<file path="src/rtl/pcr_pkg.sv">
// ----------------------------------------------------------------------------
// pcr_pkg
// Shared types and constants for the Philox 4x32 counter generator.
// ----------------------------------------------------------------------------
package pcr_pkg;

  localparam int unsigned ROUND_COUNT = 10;

  localparam int unsigned WORD_W  = 32;
  localparam int unsigned SEED_W  = 64;
  localparam int unsigned LIMIT_W = 33;
  localparam int unsigned CFG_W   = 64;
  localparam int unsigned CFG_IDX_W = 1;

  localparam logic [WORD_W-1:0] WEYL_0 = 32'h9E3779B9;
  localparam logic [WORD_W-1:0] WEYL_1 = 32'hBB67AE85;
  localparam logic [WORD_W-1:0] MULT_0 = 32'hD2511F53;
  localparam logic [WORD_W-1:0] MULT_1 = 32'hCD9E8D57;

  // Configuration register indexes
  typedef enum logic [CFG_IDX_W-1:0] {
    REG_SEED_VALUE  = 1'b0,
    REG_COUNT_LIMIT = 1'b1
  } pcr_reg_t;

  // Counter block plus the key for the round it is about to enter
  typedef struct packed {
    logic [WORD_W-1:0] w0;
    logic [WORD_W-1:0] w1;
    logic [WORD_W-1:0] w2;
    logic [WORD_W-1:0] w3;
    logic [WORD_W-1:0] key0;
    logic [WORD_W-1:0] key1;
  } pcr_blk_t;

endpackage

</file>
<file path="src/rtl/pcr_round.sv">
// ----------------------------------------------------------------------------
// pcr_round
// One registered Philox 4x32 round: two 32x32 products, swap, key XOR, bump.
// ----------------------------------------------------------------------------
module pcr_round
  import pcr_pkg::*;
(
  input  logic     clk,
  input  logic     rst_n,
  input  logic     in_valid,
  input  pcr_blk_t in_blk,
  output logic     out_valid,
  output pcr_blk_t out_blk
);

  logic [2*WORD_W-1:0] prod0;
  logic [2*WORD_W-1:0] prod1;
  pcr_blk_t            blk_nxt;
  pcr_blk_t            blk_r;
  logic                valid_r;

  assign prod0 = (2*WORD_W)'(in_blk.w0) * (2*WORD_W)'(MULT_0);
  assign prod1 = (2*WORD_W)'(in_blk.w2) * (2*WORD_W)'(MULT_1);

  always_comb begin
    blk_nxt.w0   = prod1[2*WORD_W-1:WORD_W] ^ in_blk.w1 ^ in_blk.key0;
    blk_nxt.w1   = prod1[WORD_W-1:0];
    blk_nxt.w2   = prod0[2*WORD_W-1:WORD_W] ^ in_blk.w3 ^ in_blk.key1;
    blk_nxt.w3   = prod0[WORD_W-1:0];
    blk_nxt.key0 = in_blk.key0 + WEYL_0;
    blk_nxt.key1 = in_blk.key1 + WEYL_1;
  end

  always_ff @(posedge clk) begin
    if (!rst_n) begin
      valid_r <= 1'b0;
    end else begin
      valid_r <= in_valid;
    end
  end

  // Payload carries no reset; valid qualifies it
  always_ff @(posedge clk) begin
    blk_r <= blk_nxt;
  end

  assign out_valid = valid_r;
  assign out_blk   = blk_r;

endmodule

</file>
<file path="config.mk">
export PLATFORM = sky130hd
export DESIGN_NAME = pcr_round
export DESIGN_NICKNAME = d
export VERILOG_FILES = /design/src/rtl/pcr_pkg.sv /design/src/rtl/pcr_round.sv
export SDC_FILE = /design/constraint.sdc
export NUM_CORES = 2
export LEC_CHECK = 0
export ABC_CLOCK_PERIOD_IN_PS = 8039
export BUFFER_PORTS_ARGS = -buffer_cell sky130_fd_sc_hd__buf_2
export CAP_MARGIN = 20
export CORE_MARGIN = 4
export CORE_UTILIZATION = 30
export CTS_BUF_LIST = sky130_fd_sc_hd__clkbuf_4 sky130_fd_sc_hd__clkbuf_8 sky130_fd_sc_hd__clkbuf_16
export DETAILED_ROUTE_END_ITERATION = 10
export PLACE_DENSITY_LB_ADDON = 0.2
export SYNTH_ARGS = -nofsm -noshare
export SYNTH_HDL_FRONTEND = slang
export SYNTH_SLANG_ARGS = --single-unit
</file>
<file path="constraint.sdc">
create_clock -name clk -period 8.04 [get_ports clk]
set_input_delay 1.206 -clock clk [delete_from_list [all_inputs] [get_ports clk]]
set_output_delay 1.206 -clock clk [all_outputs]
set_load 0.02 [all_outputs]
</file>
# Yosys cells after proc, flatten, opt, wreduce, memory -nomap -nowiden
# Cells that the tools add are included.
[word_totals]
latchBits = 0
reg_bits = 193
mem_bits_rw = 0
inputBits = 195
mem_bits_ro = 0
output_inout_bits = 193
mem_count = 0
[classes]
n_div = 0
n_eq_ne = 0
n_mux = 0
n_mul = 2
order_cmp = 0
addsub = 2
shift = 0
n_reduce_logical = 0
n_bitwise = 4
[op_table]
columns = ["operator", "count"]
rows = [
  ["32-bit by 32-bit multiplier with 64-bit output (second input constant)", 2],
  ["32-bit bitwise XOR", 4],
  ["32-bit adder (second input constant)", 2],
]

# Longest topological paths before layout
[depth]
ltp_word = 3
mapped_depth = 28
depth_no_buf = 27

# Worst setup path before layout
# OpenSTA, ideal clock, no wires.
[synth_path]
path_type = "input port to flip-flop"
start = "in in_blk[174] (netlist name)"
end = "reg blk_r (netlist bit out_blk[124])"
path_slack_ps = 211
stages = 26
n_path_buf = 1
required_time_ps = 7919
setup_ps = 121
t_arrival_ps = 7708
cell_sequence = "inv_1 -> fa_1 -> fa_1 -> inv_1 -> fa_1 -> inv_1 -> fa_1 -> inv_1 -> fa_1 -> fa_1 -> fa_1 -> inv_1 -> fa_1 -> inv_1 -> ha_1 -> buf_6 -> a21o_1 -> o21bai_4 -> a2111oi_4 -> nand4_1 -> a211oi_2 -> o221ai_2 -> and3_4 -> a2111oi_4 -> o21ai_2 -> xnor2_1"
[synth_lines]
columns = ["item", "line_no", "source"]
rows = [
  ["start: declaration", "pcr_round.sv:11", "input pcr_blk_t in_blk,"],
  ["end signal: assignment", "pcr_round.sv:44", "blk_r <= blk_nxt;"],
  ["end: declaration", "pcr_round.sv:19", "pcr_blk_t blk_r;"],
]

==> impl_metrics.yaml <==
status:
  outcome: "completed"
routing:
  drt-initial-drc-count: 1305
  routed_wirelength_mm: 143
  post_drt_via_cell_ratio: 4.46
  vias: 32000
  drc_errors: 0
  ant_nets: 0
  firstDrtPassIters: 6
  wl_per_cell_microns: 20.0
sta:
  min_period_ns: 7.80
  finalHoldViolations: 0
  worst_pin_slew_ns: 0.891
  slew_headroom_pct: 40.0
  setup_viol: 0
  fmax_mhz: 128
  finalCritPeriodShare_pct: 97.0
  slew_viol_final: 0
global_route:
  antenna_found_initial: 11
  gr-total-overflow: 0
  grt_pass1_wl_mm: 221
  first_global_vias: 35600
  track_usage_pct: 19.0
  grt_max_degree: 20
logic_synthesis:
  yosysWarnings: 0
  syn_area_per_cell_sq_um: 10.0
  synth-edff-count: 0
  post-synth-top-count-cell: "inv_1"
  synth_area_leaders: "fa_1 38%, ha_1 24%, inv_1 11%, dfxtp_1 8.7%, xnor2_1 4.6%"
  syn_inst: 4447
  synthArstFlopShare_pct: 0
  ys_types: 70
  syn_area_sq_um: 44600
  synth_common_cells: "1276 x inv_1, 863 x ha_1, 841 x fa_1"
  ys_seq_area_share_pct: 8.67
  synth_top_area_share_pct: 37.8
  ys_ff_latch: 193
  syn-num-nets: 6346
  yosys.area.top_type: "fa_1"
  ys.flop_type: "dfxtp_1"
critical_path:
  critPathCaptureType: "register"
  cp_slowest_cell: "fa_1"
  worstPathRequired_ns: 8.46
  critPathMaxFanout: 6
  critPathLaunchType: "input port"
  arrival_ns: 8.22
  crit_type: "input port to register"
  cpPeakStageDelay_ns: 0.55
  crit_top_cell: "fa_1"
clocking:
  cts_buffers: 17
  path_clk_slew_ns: 0.08
  cts_tree: "yes"
  clock_path_buffers: 2
  ctsHoldBuffers: 0
  cts.sinks: 193
  cts-htree-levels: 4
  root_buffer: "clkbuf_16"
floorplanning:
  initial_core_util_pct: 30.2
  die_h_microns: 393
  design.core.area_sq_um: 148000
  io_pins: 388
  num_rows: 141
  die_area_sq_um: 155000
  die_w_microns: 393
placed_design:
  portBuffers: 387
  dpl.hpwl_mm: 133
  gp_congestion: 0.883
  dp_cells: 7123
final_layout:
  instances_no_fill: 7165
  final_util_pct: 35.7
  syn2layout_area_growth_pct: 18.2
  nets: 7115
  drive_above_1_share_pct: 17.1
flow_run:
  maxCapViolCount: 0
hold_path:
  hp-class: "input port to register"
==> logic make-up (layout without fill, tap and decap cells) <==
kind of cell,count (synthesis),count (layout),share of synthesized area (%)
muxes,2,2,0.0449
xor gates and xnor gates,337,337,6.62
other,0,6,0
adders and majority gates,1704,1704,62.0
AOI/OAI and AO/OA,485,485,7.11
DFF,193,193,8.67
buffers and inverters,1348,2130,11.4
and+or+nand+nor,378,378,4.16
==> layout make-up <==
type	count	area, sq um
Fill cell	15200	95000
Multi-Input combinational cell	2906	35700
Timing Repair Buffer	822	5270
Inverter	1276	4800
Sequential cell	193	3860
Tap cell	1930	2410
Clock buffer	19	453
Clock inverter	13	168
Antenna cell	6	15.0
==> placed cells by master, fill, tap and decap left out, types with 5 or more instances in the layout <==
cell,instances
a21o_1,90
or2_2,7
nand2b_1,16
nand2_1,106
buf_4,430
a21oi_1,162
o21ai_0,77
nor4_1,6
o211ai_1,11
nor3_1,21
clkinvlp_4,5
xor2_1,102
o21bai_1,27
o21a_1,12
clkbuf_16,17
nand4_1,47
buf_12,5
diode_2,6
o31ai_1,7
ha_1,863
nand3_1,21
inv_8,5
xnor2_1,235
o21ai_1,13
nor2_1,95
a31oi_1,11
fa_1,841
and3_1,8
inv_1,1273
a211oi_1,12
nor2b_1,11
and2_1,13
buf_2,387
a41oi_1,5
dfxtp_1,193
and4_1,5
a221oi_1,5
==> per-stage QoR <==
step	instance area, sq um	hold slack [ns]	setup slack, ns	TNS (ns)
3_5_place_dp	51900	1.41	-0.811	-11.16
4_1_cts	52600	0.809	0.0202	0
5_1_grt	52700	0.835	-0.0134	-0.0134
3_3_place_gp	51900	1.40	-0.751	-14.06
2_1_floorplan	44600	1.23	0.211	0
6_report	52700	0.869	0.238	0
==> sequential cells by signal (all words and copies together), names as in the netlist <==
signal	cells
out_blk	192
out_valid	1
==> path summary, 6_finish.rpt <==
| check | endpoint | startpoint | cells past startpoint | slack, ns |
|---|---|---|---|---|
| hold / removal | out_valid | in_valid | 2 | 0.87 |
| setup / recovery | out_blk[120] | in_blk[173] | 29 | 0.24 |
==> layer usage <==
layer / vias up / GRT usage, % / part of all wire [%] / wire length (microns)
met5: - / 0 / 0.034 / 49
met4: 10 / 3.07 / 1.3 / 1880
met3: 81 / 2.67 / 3.4 / 4830
met2: 520 / 34.2 / 51 / 73800
met1: 16100 / 24.3 / 44 / 62800
li1: 15300 / - / - / -
==> timing repair <==
| item | CTS | global route |
|---|---|---|
| setup buffers | 0 | 4 |
| hold endpoints to repair | 0 | 0 |
| resized for setup | 1 | 18 |
| pin swaps | 0 | 8 |
| setup endpoints to repair | 4 | 17 |
==> worst max-delay path: cells and delay by family <==
| kind | cells | cell delay, ns |
|---|---|---|
| AO/OA/AOI/OAI | 6 | 1.41 |
| XOR/XNOR | 1 | 0.06 |
| adder cells (fa/ha/maj) | 9 | 3.91 |
| buffers and inverters | 11 | 1.29 |
| AND/OR/NAND/NOR | 2 | 0.30 |
Power is left out: the tool's default activity adds up to more than one toggle a clock period on the data nets, which glitch-free logic cannot reach.
